==> src/tart_pkg.sv <==
`default_nettype none

package tart_pkg;

    localparam int unsigned TIME_W   = 32;
    localparam int unsigned SAMPLE_W = 32;
    localparam int unsigned DELAY_W  = 20;
    localparam int unsigned CFG_W    = 32;
    localparam int unsigned CFG_IDX_W = 3;

    // register indexes on the configuration port
    typedef enum logic [CFG_IDX_W-1:0] {
        REG_CHANNEL_ENABLE   = 3'd0,
        REG_COMPARE_MODE     = 3'd1,
        REG_LOW_THRESHOLD    = 3'd2,
        REG_HIGH_THRESHOLD   = 3'd3,
        REG_QUALIFY_MODE     = 3'd4,
        REG_RELAY_MODE       = 3'd5,
        REG_QUALIFY_DELAY_MS = 3'd6,
        REG_RELAY_DELAY_MS   = 3'd7
    } reg_index_t;

    typedef enum logic [1:0] {
        CMP_ABOVE   = 2'd0,
        CMP_BELOW   = 2'd1,
        CMP_INSIDE  = 2'd2,
        CMP_OUTSIDE = 2'd3
    } compare_mode_t;

    typedef enum logic {
        QUAL_LEVEL  = 1'b0,
        QUAL_STABLE = 1'b1
    } qualify_mode_t;

    // code 3 is unused and turns the relay off
    typedef enum logic [1:0] {
        RELAY_DIRECT    = 2'd0,
        RELAY_ON_DELAY  = 2'd1,
        RELAY_OFF_DELAY = 2'd2
    } relay_mode_t;

    typedef struct packed {
        logic                       channel_enable;
        compare_mode_t              compare_mode;
        logic signed [SAMPLE_W-1:0] low_threshold;
        logic signed [SAMPLE_W-1:0] high_threshold;
        qualify_mode_t              qualify_mode;
        relay_mode_t                relay_mode;
        logic [DELAY_W-1:0]         qualify_delay_ms;
        logic [DELAY_W-1:0]         relay_delay_ms;
    } cfg_t;

    typedef struct packed {
        logic              running;
        logic [TIME_W-1:0] start_ms;
    } timer_t;

    typedef struct packed {
        logic relay_on;
        logic condition_met;
        logic trigger_qualified;
    } result_t;

endpackage

`default_nettype wire

==> src/threshold_alarm_relay_timer_core.sv <==
// channel   direction  handshake          payload
// in        input      in_valid/in_ready  weight_sample, now_ms
// out       output     out_valid/out_ready relay_on, condition_met, trigger_qualified
// cfg       input      cfg_write          cfg_index, cfg_data
//
// one item per cycle sustained while out_ready is high; each item passes the input register, then the result register
// the path per item is one window compare and two elapsed-time subtract/compares
// reset clears the configuration, both timers and the valid flags
// a held result stalls the input register only; in_ready drops once both are full
`default_nettype none

module threshold_alarm_relay_timer_core
    import tart_pkg::*;
(
    input  wire logic                       clk,
    input  wire logic                       rst_n,
    // input item channel
    input  wire logic                       in_valid,
    output logic                            in_ready,
    input  wire logic signed [SAMPLE_W-1:0] weight_sample,
    input  wire logic [TIME_W-1:0]          now_ms,
    // result item channel
    output logic                            out_valid,
    input  wire logic                       out_ready,
    output logic                            relay_on,
    output logic                            condition_met,
    output logic                            trigger_qualified,
    // configuration write port
    input  wire logic                       cfg_write,
    input  wire logic [CFG_IDX_W-1:0]       cfg_index,
    input  wire logic [CFG_W-1:0]           cfg_data
);

    // configuration registers
    cfg_t cfg_reg;

    // input register: holds one accepted item until it is evaluated
    logic                       in_valid_reg;
    logic signed [SAMPLE_W-1:0] sample_reg;
    logic [TIME_W-1:0]          now_reg;

    // timer state of the qualification and relay stages
    timer_t qual_reg;
    timer_t qual_next;
    timer_t relay_tmr_reg;
    timer_t relay_tmr_next;

    // result register
    logic    out_valid_reg;
    result_t result_reg;
    result_t result_next;

    logic advance;   // the input register item moves into the result register
    logic take_in;

    // the result slot is free when empty or being drained this cycle
    assign advance  = in_valid_reg && (!out_valid_reg || out_ready);
    assign in_ready = !in_valid_reg || !out_valid_reg || out_ready;
    assign take_in  = in_valid && in_ready;

    // configuration writes, masked to the register width
    always_ff @(posedge clk or negedge rst_n)
    begin
        if (!rst_n)
        begin
            cfg_reg <= '0;
        end
        else if (cfg_write)
        begin
            unique case (reg_index_t'(cfg_index))
                REG_CHANNEL_ENABLE:   cfg_reg.channel_enable   <= cfg_data[0];
                REG_COMPARE_MODE:     cfg_reg.compare_mode     <= compare_mode_t'(cfg_data[1:0]);
                REG_LOW_THRESHOLD:    cfg_reg.low_threshold    <= cfg_data[SAMPLE_W-1:0];
                REG_HIGH_THRESHOLD:   cfg_reg.high_threshold   <= cfg_data[SAMPLE_W-1:0];
                REG_QUALIFY_MODE:     cfg_reg.qualify_mode     <= qualify_mode_t'(cfg_data[0]);
                REG_RELAY_MODE:       cfg_reg.relay_mode       <= relay_mode_t'(cfg_data[1:0]);
                REG_QUALIFY_DELAY_MS: cfg_reg.qualify_delay_ms <= cfg_data[DELAY_W-1:0];
                REG_RELAY_DELAY_MS:   cfg_reg.relay_delay_ms   <= cfg_data[DELAY_W-1:0];
                default:              cfg_reg <= cfg_reg;
            endcase
        end
    end

    // input register control
    always_ff @(posedge clk or negedge rst_n)
    begin
        if (!rst_n)
        begin
            in_valid_reg <= 1'b0;
        end
        else if (take_in)
        begin
            in_valid_reg <= 1'b1;
        end
        else if (advance)
        begin
            in_valid_reg <= 1'b0;
        end
    end

    // input payload, no reset needed
    always_ff @(posedge clk)
    begin
        if (take_in)
        begin
            sample_reg <= weight_sample;
            now_reg    <= now_ms;
        end
    end

    // per-item evaluation: compare, qualify, relay timing
    tart_eval u_eval (
        .cfg        (cfg_reg),
        .sample     (sample_reg),
        .now        (now_reg),
        .qual_cur   (qual_reg),
        .relay_cur  (relay_tmr_reg),
        .qual_next  (qual_next),
        .relay_next (relay_tmr_next),
        .result     (result_next)
    );

    // timers only move when an item is actually evaluated
    always_ff @(posedge clk or negedge rst_n)
    begin
        if (!rst_n)
        begin
            qual_reg      <= '0;
            relay_tmr_reg <= '0;
        end
        else if (advance)
        begin
            qual_reg      <= qual_next;
            relay_tmr_reg <= relay_tmr_next;
        end
    end

    // result register control
    always_ff @(posedge clk or negedge rst_n)
    begin
        if (!rst_n)
        begin
            out_valid_reg <= 1'b0;
        end
        else if (advance)
        begin
            out_valid_reg <= 1'b1;
        end
        else if (out_ready)
        begin
            out_valid_reg <= 1'b0;
        end
    end

    always_ff @(posedge clk)
    begin
        if (advance)
        begin
            result_reg <= result_next;
        end
    end

    assign out_valid         = out_valid_reg;
    assign relay_on          = result_reg.relay_on;
    assign condition_met     = result_reg.condition_met;
    assign trigger_qualified = result_reg.trigger_qualified;

endmodule

`default_nettype wire

==> src/tart_eval.sv <==
`default_nettype none

module tart_eval
    import tart_pkg::*;
(
    input  wire cfg_t                       cfg,
    input  wire logic signed [SAMPLE_W-1:0] sample,
    input  wire logic [TIME_W-1:0]          now,
    input  wire timer_t                     qual_cur,
    input  wire timer_t                     relay_cur,
    output timer_t                          qual_next,
    output timer_t                          relay_next,
    output result_t                         result
);

    logic              cond;
    logic              trig;
    logic              relay;
    logic [TIME_W-1:0] qual_elapsed;
    logic [TIME_W-1:0] relay_elapsed;
    logic [TIME_W-1:0] qual_delay;
    logic [TIME_W-1:0] relay_delay;

    assign qual_delay  = {{(TIME_W-DELAY_W){1'b0}}, cfg.qualify_delay_ms};
    assign relay_delay = {{(TIME_W-DELAY_W){1'b0}}, cfg.relay_delay_ms};

    // a timer that starts on this item has zero elapsed time
    assign qual_elapsed  = qual_cur.running  ? now - qual_cur.start_ms  : '0;
    assign relay_elapsed = relay_cur.running ? now - relay_cur.start_ms : '0;

    // compare
    always_comb
    begin
        cond = 1'b0;
        unique case (cfg.compare_mode)
            CMP_ABOVE:   cond = sample >= cfg.low_threshold;
            CMP_BELOW:   cond = sample <= cfg.low_threshold;
            CMP_INSIDE:  cond = (sample >= cfg.low_threshold) &&
                                (sample <= cfg.high_threshold);
            CMP_OUTSIDE: cond = (sample < cfg.low_threshold) ||
                                (sample > cfg.high_threshold);
            default:     cond = 1'b0;
        endcase
        if (!cfg.channel_enable)
        begin
            cond = 1'b0;
        end
    end

    // qualification
    always_comb
    begin
        qual_next = qual_cur;
        trig      = cond;
        if (cfg.qualify_mode == QUAL_STABLE)
        begin
            if (!cond)
            begin
                qual_next.running = 1'b0;
                trig              = 1'b0;
            end
            else
            begin
                if (!qual_cur.running)
                begin
                    qual_next.running  = 1'b1;
                    qual_next.start_ms = now;
                end
                trig = qual_elapsed >= qual_delay;
            end
        end
    end

    // relay timing
    always_comb
    begin
        relay_next = relay_cur;
        relay      = 1'b0;
        unique case (cfg.relay_mode)
            RELAY_DIRECT:
            begin
                relay = trig;
            end
            RELAY_ON_DELAY:
            begin
                if (!trig)
                begin
                    relay_next.running = 1'b0;
                end
                else
                begin
                    if (!relay_cur.running)
                    begin
                        relay_next.running  = 1'b1;
                        relay_next.start_ms = now;
                    end
                    relay = relay_elapsed >= relay_delay;
                end
            end
            RELAY_OFF_DELAY:
            begin
                if (trig)
                begin
                    relay_next.running = 1'b0;
                    relay              = 1'b1;
                end
                else
                begin
                    if (!relay_cur.running)
                    begin
                        relay_next.running  = 1'b1;
                        relay_next.start_ms = now;
                    end
                    relay = relay_elapsed < relay_delay;
                end
            end
            default:
            begin
                relay = 1'b0;
            end
        endcase
    end

    assign result.relay_on          = relay;
    assign result.condition_met     = cond;
    assign result.trigger_qualified = trig;

endmodule

`default_nettype wire

==> config.mk <==
export PLATFORM = sky130hd
export DESIGN_NAME = threshold_alarm_relay_timer_core
export DESIGN_NICKNAME = d
export VERILOG_FILES = /design/src/tart_pkg.sv /design/src/threshold_alarm_relay_timer_core.sv /design/src/tart_eval.sv
export SDC_FILE = /design/constraint.sdc
export NUM_CORES = 1
export LEC_CHECK = 0
export ABC_AREA = 1
export BUFFER_PORTS_ARGS = -buffer_cell sky130_fd_sc_hd__buf_2
export CAP_MARGIN = 0
export CORE_MARGIN = 2
export CORE_UTILIZATION = 60
export DETAILED_ROUTE_END_ITERATION = 16
export PLACE_DENSITY = 0.79
export RECOVER_POWER = 25
export SLEW_MARGIN = 20
export SYNTH_ARGS = -nofsm -noshare
export SYNTH_HDL_FRONTEND = slang
export SYNTH_HIERARCHICAL = 1
export SYNTH_SLANG_ARGS = --single-unit
export TNS_END_PERCENT = 30
==> constraint.sdc <==
create_clock -name clk -period 12.5 [get_ports clk]
set_input_delay 2.5 -clock clk [delete_from_list [all_inputs] [get_ports clk]]
set_output_delay 2.5 -clock clk [all_outputs]
set_load 0.005 [all_outputs]
==> qor_table.md <==
| Step | Item | This run |
| --- | --- | --- |
| hold path | Hold crit path type | reg2reg |
| grt | Vias in the first global route | 17700 |
| yosys | Post-synthesis area per instance | 6.84 um^2 |
| yosys | Number of instances in the synthesized netlist | 2716 |
| timing | Final setup violation count | 0 |
| grt | Maximum number of pins on one net before global-route repair | 97 |
| clocking | CTS tree | built |
| grt | Gr usage total | 32.5% |
| power and ir drop | Switch Pwr | 1860 uW |
| timing | Period minus WS final | 7100 ps |
| worst setup path | CP startpoint kind | primary input |
| flow run | Max-cap check violation count | 2 |
| drt | Total number of vias | 18200 |
| worst setup path | Kind of critical path | in2async |
| layout | Growth of design area from synthesis to finish | 8.08% |
| clocking | CTS Buffer Depth | 3 |
| power and ir drop | Fraction of power spent switching nets | 46.0% |
| yosys | Mux contribution to synthesized area | 0% |
| yosys | Area fraction in compound gates after synthesis | 9.40% |
| yosys | Flip-flop and latch count after synthesis | 245 |
| yosys | Simple-gate portion of the synthesized area | 34.7% |
| timing | Final Cycle Share | 56.8% |
| yosys | Post-synthesis sequential area ratio | 34.8% |
| layout | Fraction of layout instances using a drive strength above 1 | 7.10% |
| grt | Initial antenna violation count | 2 |
| yosys | Most frequently used cell type in the post-synthesis netlist | sky130_fd_sc_hd__nand2_1 |
| power and ir drop | Static leakage power | 0.0106 uW |
| clocking | Worst-path clk slew | 60 ps |
| placed design | Half-perimeter wire length after detailed placement | 38300 um |
| drt | First DRT Iteration DRCs | 1623 |
| yosys | Proportion of register bits with asynchronous set or reset after synthesis | 72.7% |
| placed design | Final weighted congestion in routability-driven placement | 0.930 |
| timing | Aggregate negative setup slack | 0 ps |
| yosys | Area share of the largest cell type after synthesis | 24.0% |
| timing | Fmax | 141 MHz |
| clocking | CTS H-tree lvls | 1 |
| drt | Total length of routed met3 wires | 3970 um |
| worst setup path | Data arrival time at the worst-slack endpoint | 6930 ps |
| drt | Iteration count of the initial detailed-routing pass | 5 |
| die | Area of the core | 30600 um^2 |
| die | Horizontal extent of the die | 180 um |
| grt | First-pass GRT wire length | 86600 um |
| die | Die Footprint | 32400 um^2 |
| yosys | Post-synth EDFFs | 67 |
| yosys | Leading cell types by count after synthesis | 1048 x sky130_fd_sc_hd__nand2_1, 301 x sky130_fd_sc_hd__nand3_1, 284 x sky130_fd_sc_hd__inv_1 |
| drt | Routed length on met1 | 22500 um |
| yosys | Mapped Area | 18600 um^2 |
| power and ir drop | Peak supply drop | 0.000141 V |
| die | Number of standard-cell rows in the floorplan | 64 |
| drt | Post-route antenna net violation count | 0 |
| yosys | Most area-consuming cells after synthesis | sky130_fd_sc_hd__dfrtp_1 24%, sky130_fd_sc_hd__nand2_1 21%, sky130_fd_sc_hd__ha_1 11% |
| power and ir drop | Clock network power share | 20.4% |
| worst setup path | Worst path bufs/invs | 2 |
| power and ir drop | Power Dens Cells | 202 nW/um^2 |
| clocking | Clock network latency to the later pin of the worst-skew pair | 590 ps |
| drt | Met2 routed WL | 24100 um |
| status | Failing checks | capacitance limit, slew limit |
| worst setup path | Delay of the slowest critical-path stage | 2760 ps |
| drt | Highest metal used | met5 |
| timing | Count of final hold-check violations | 0 |
| worst setup path | Cells along the critical path | clkbuf_1 -> clkbuf_1 |
| power and ir drop | Flop pwr share | 28.1% |
| clocking | Hold-fix buffer count after cts | 0 |
| die | Die Height | 180 um |
| yosys | Number of distinct standard cells referenced by the synthesized netlist | 42 |
| timing | Worst Tran Pin Value | 3770 ps |
| power and ir drop | Cell internal power dissipation | 2190 uW |
| layout | Final net count | 3041 |
| layout | Largest register FFs | 110 |
| power and ir drop | Combinational group share of total power | 51.5% |
| timing | Setup repair after global routing missed its margin | false |
| worst setup path | Endpoint kind of the worst setup timing path | async pin |
| yosys | Adder and majority gate portion of the synthesized area | 11.7% |
| timing | Max_slew headroom | -151% |
| status | Run status | finished with violations |
| drt | Number of remaining DRC errors | 0 |
| timing | Final max-slew violation count | 108 |
| clocking | Total setup buffers inserted after CTS | 0 |
| placed design | Total of buffers placed on input and output ports | 108 |
| yosys | Dominant cell type by area after synthesis | sky130_fd_sc_hd__dfrtp_1 |
| worst setup path | Required time of the critical path | 12330 ps |
| grt | Sum of overflow across all layers after global routing | 0 |
| timing | Post-route worst hold slack | 470 ps |
| die | Effective utilization at floorplan | 60.8% |
| yosys | Dominant synthesized flop cell | sky130_fd_sc_hd__dfrtp_1 |
| drt | Total Wirelength | 53100 um |
| clocking | Resize count post-CTS | 0 |
| drt | Post-detailed-route via-to-cell ratio | 5.71 |
| worst setup path | Most common cell type on the critical path | sky130_fd_sc_hd__clkbuf_1 |
| worst setup path | Cell with the biggest individual delay on the critical path | sky130_fd_sc_hd__clkbuf_1 |
| yosys | Xor and xnor area share after synthesis | 0.236% |
| drt | WL per Instance | 16.7 um |
| timing | Clock skew after layout | 46.0 ps |
| yosys | YS warnings | 6 |
| worst setup path | Largest delay contributor family on the critical path | buffers and inverters |
| yosys | Main combinational cell family by area after synthesis | simple AND/OR/NAND/NOR gates |
| die | Top-level port count | 109 |
| clocking | Clock sink count | 245 |
| worst setup path | Max FO, Critical Path | 70 |
| yosys | Synthesized net count | 2992 |
| clocking | Clock buffers created by TritonCTS | 28 |
| clocking | Cell at the root of the clock tree | sky130_fd_sc_hd__clkbuf_16 |
[cells by family (layout without fill, tap and decap cells)]
group                    Yosys count  after routing
AO/OA/AOI/OAI                    327            327
XOR/XNOR                           5              5
adder cells (fa/ha/maj)          172            172
buffers and inverters            402            473
flip-flops                       245            245
other                              0              1
AND/OR/NAND/NOR                 1565           1565
[power by group through the flow]
stage | combinational [uW] | clock [uW] | sequential (uW)
after global placement | 1960 | 0 | 1140
after detailed placement | 2030 | 0 | 1150
after CTS | 2050 | 838 | 1140
after global routing | 2380 | 869 | 1160
after floorplan | 1590 | 0 | 1110
final | 2090 | 828 | 1140
[cell type report]
| class | count | area (um^2) |
|---|---|---|
| antenna | 1 | 2.50 |
| clock buffer | 36 | 771 |
| clock inverter | 16 | 160 |
| fill | 2757 | 10500 |
| inverter | 298 | 1120 |
| multi-input combinational | 2069 | 10400 |
| sequential | 245 | 6470 |
| tap | 396 | 495 |
| timing repair buffer | 123 | 631 |
[layout by cell type (no fill, tap or decap), types with 10 or more instances in the layout]
| master | count |
|---|---|
| sky130_fd_sc_hd__nand4_1 | 16 |
| sky130_fd_sc_hd__a21oi_1 | 174 |
| sky130_fd_sc_hd__clkbuf_16 | 28 |
| sky130_fd_sc_hd__clkbuf_1 | 20 |
| sky130_fd_sc_hd__nand2_2 | 10 |
| sky130_fd_sc_hd__inv_2 | 12 |
| sky130_fd_sc_hd__ha_1 | 170 |
| sky130_fd_sc_hd__nand2_1 | 1045 |
| sky130_fd_sc_hd__edfxtp_1 | 67 |
| sky130_fd_sc_hd__nor2_1 | 147 |
| sky130_fd_sc_hd__o21a_1 | 10 |
| sky130_fd_sc_hd__inv_1 | 284 |
| sky130_fd_sc_hd__o21ai_0 | 106 |
| sky130_fd_sc_hd__dfrtp_1 | 176 |
| sky130_fd_sc_hd__a21o_1 | 11 |
| sky130_fd_sc_hd__nor3_1 | 10 |
| sky130_fd_sc_hd__nand3_1 | 301 |
| sky130_fd_sc_hd__nand3b_1 | 11 |
| sky130_fd_sc_hd__buf_2 | 93 |
| sky130_fd_sc_hd__buf_4 | 14 |
[through the flow]
stage | total power (uW) | setup WS, ps | cells | utilization [%] | cell area, um^2
floorplan | 2700 | 6210 | 2716 | - | 18600
global placement | 3100 | 7070 | 3131 | 62.7 | 19200
detailed placement | 3180 | 7070 | 3131 | 62.7 | 19200
CTS | 4020 | 7070 | 3183 | 65.7 | 20100
global route | 4410 | 4250 | 3183 | 65.7 | 20100
finish | 4050 | 5400 | 3184 | 65.7 | 20100
[path summary, 6_finish.rpt]
kind | startpoint | endpoint | slack (ps) | depth (start not counted)
worst max-delay path | rst_n | cfg_reg[101] | 5400 | 2
worst min-delay path | cfg_reg[2] | cfg_reg[2] | 470 | 2
worst max register to register | now_reg[0] | relay_tmr_reg[28] | 7560 | 32
worst min register to register | cfg_reg[2] | cfg_reg[2] | 470 | 2
max in group clk | out_ready | in_ready | 7020 | 4
min in group asynchronous | rst_n | relay_tmr_reg[7] | 2620 | 1
[metal layers]
layer	global-route usage (%)	up-vias
met5	0	-
met4	14.1	2
met3	4.67	143
met2	53.7	771
met1	42.8	8398
li1	-	8879
No activity file was read; power rests on OpenSTA's default activity.
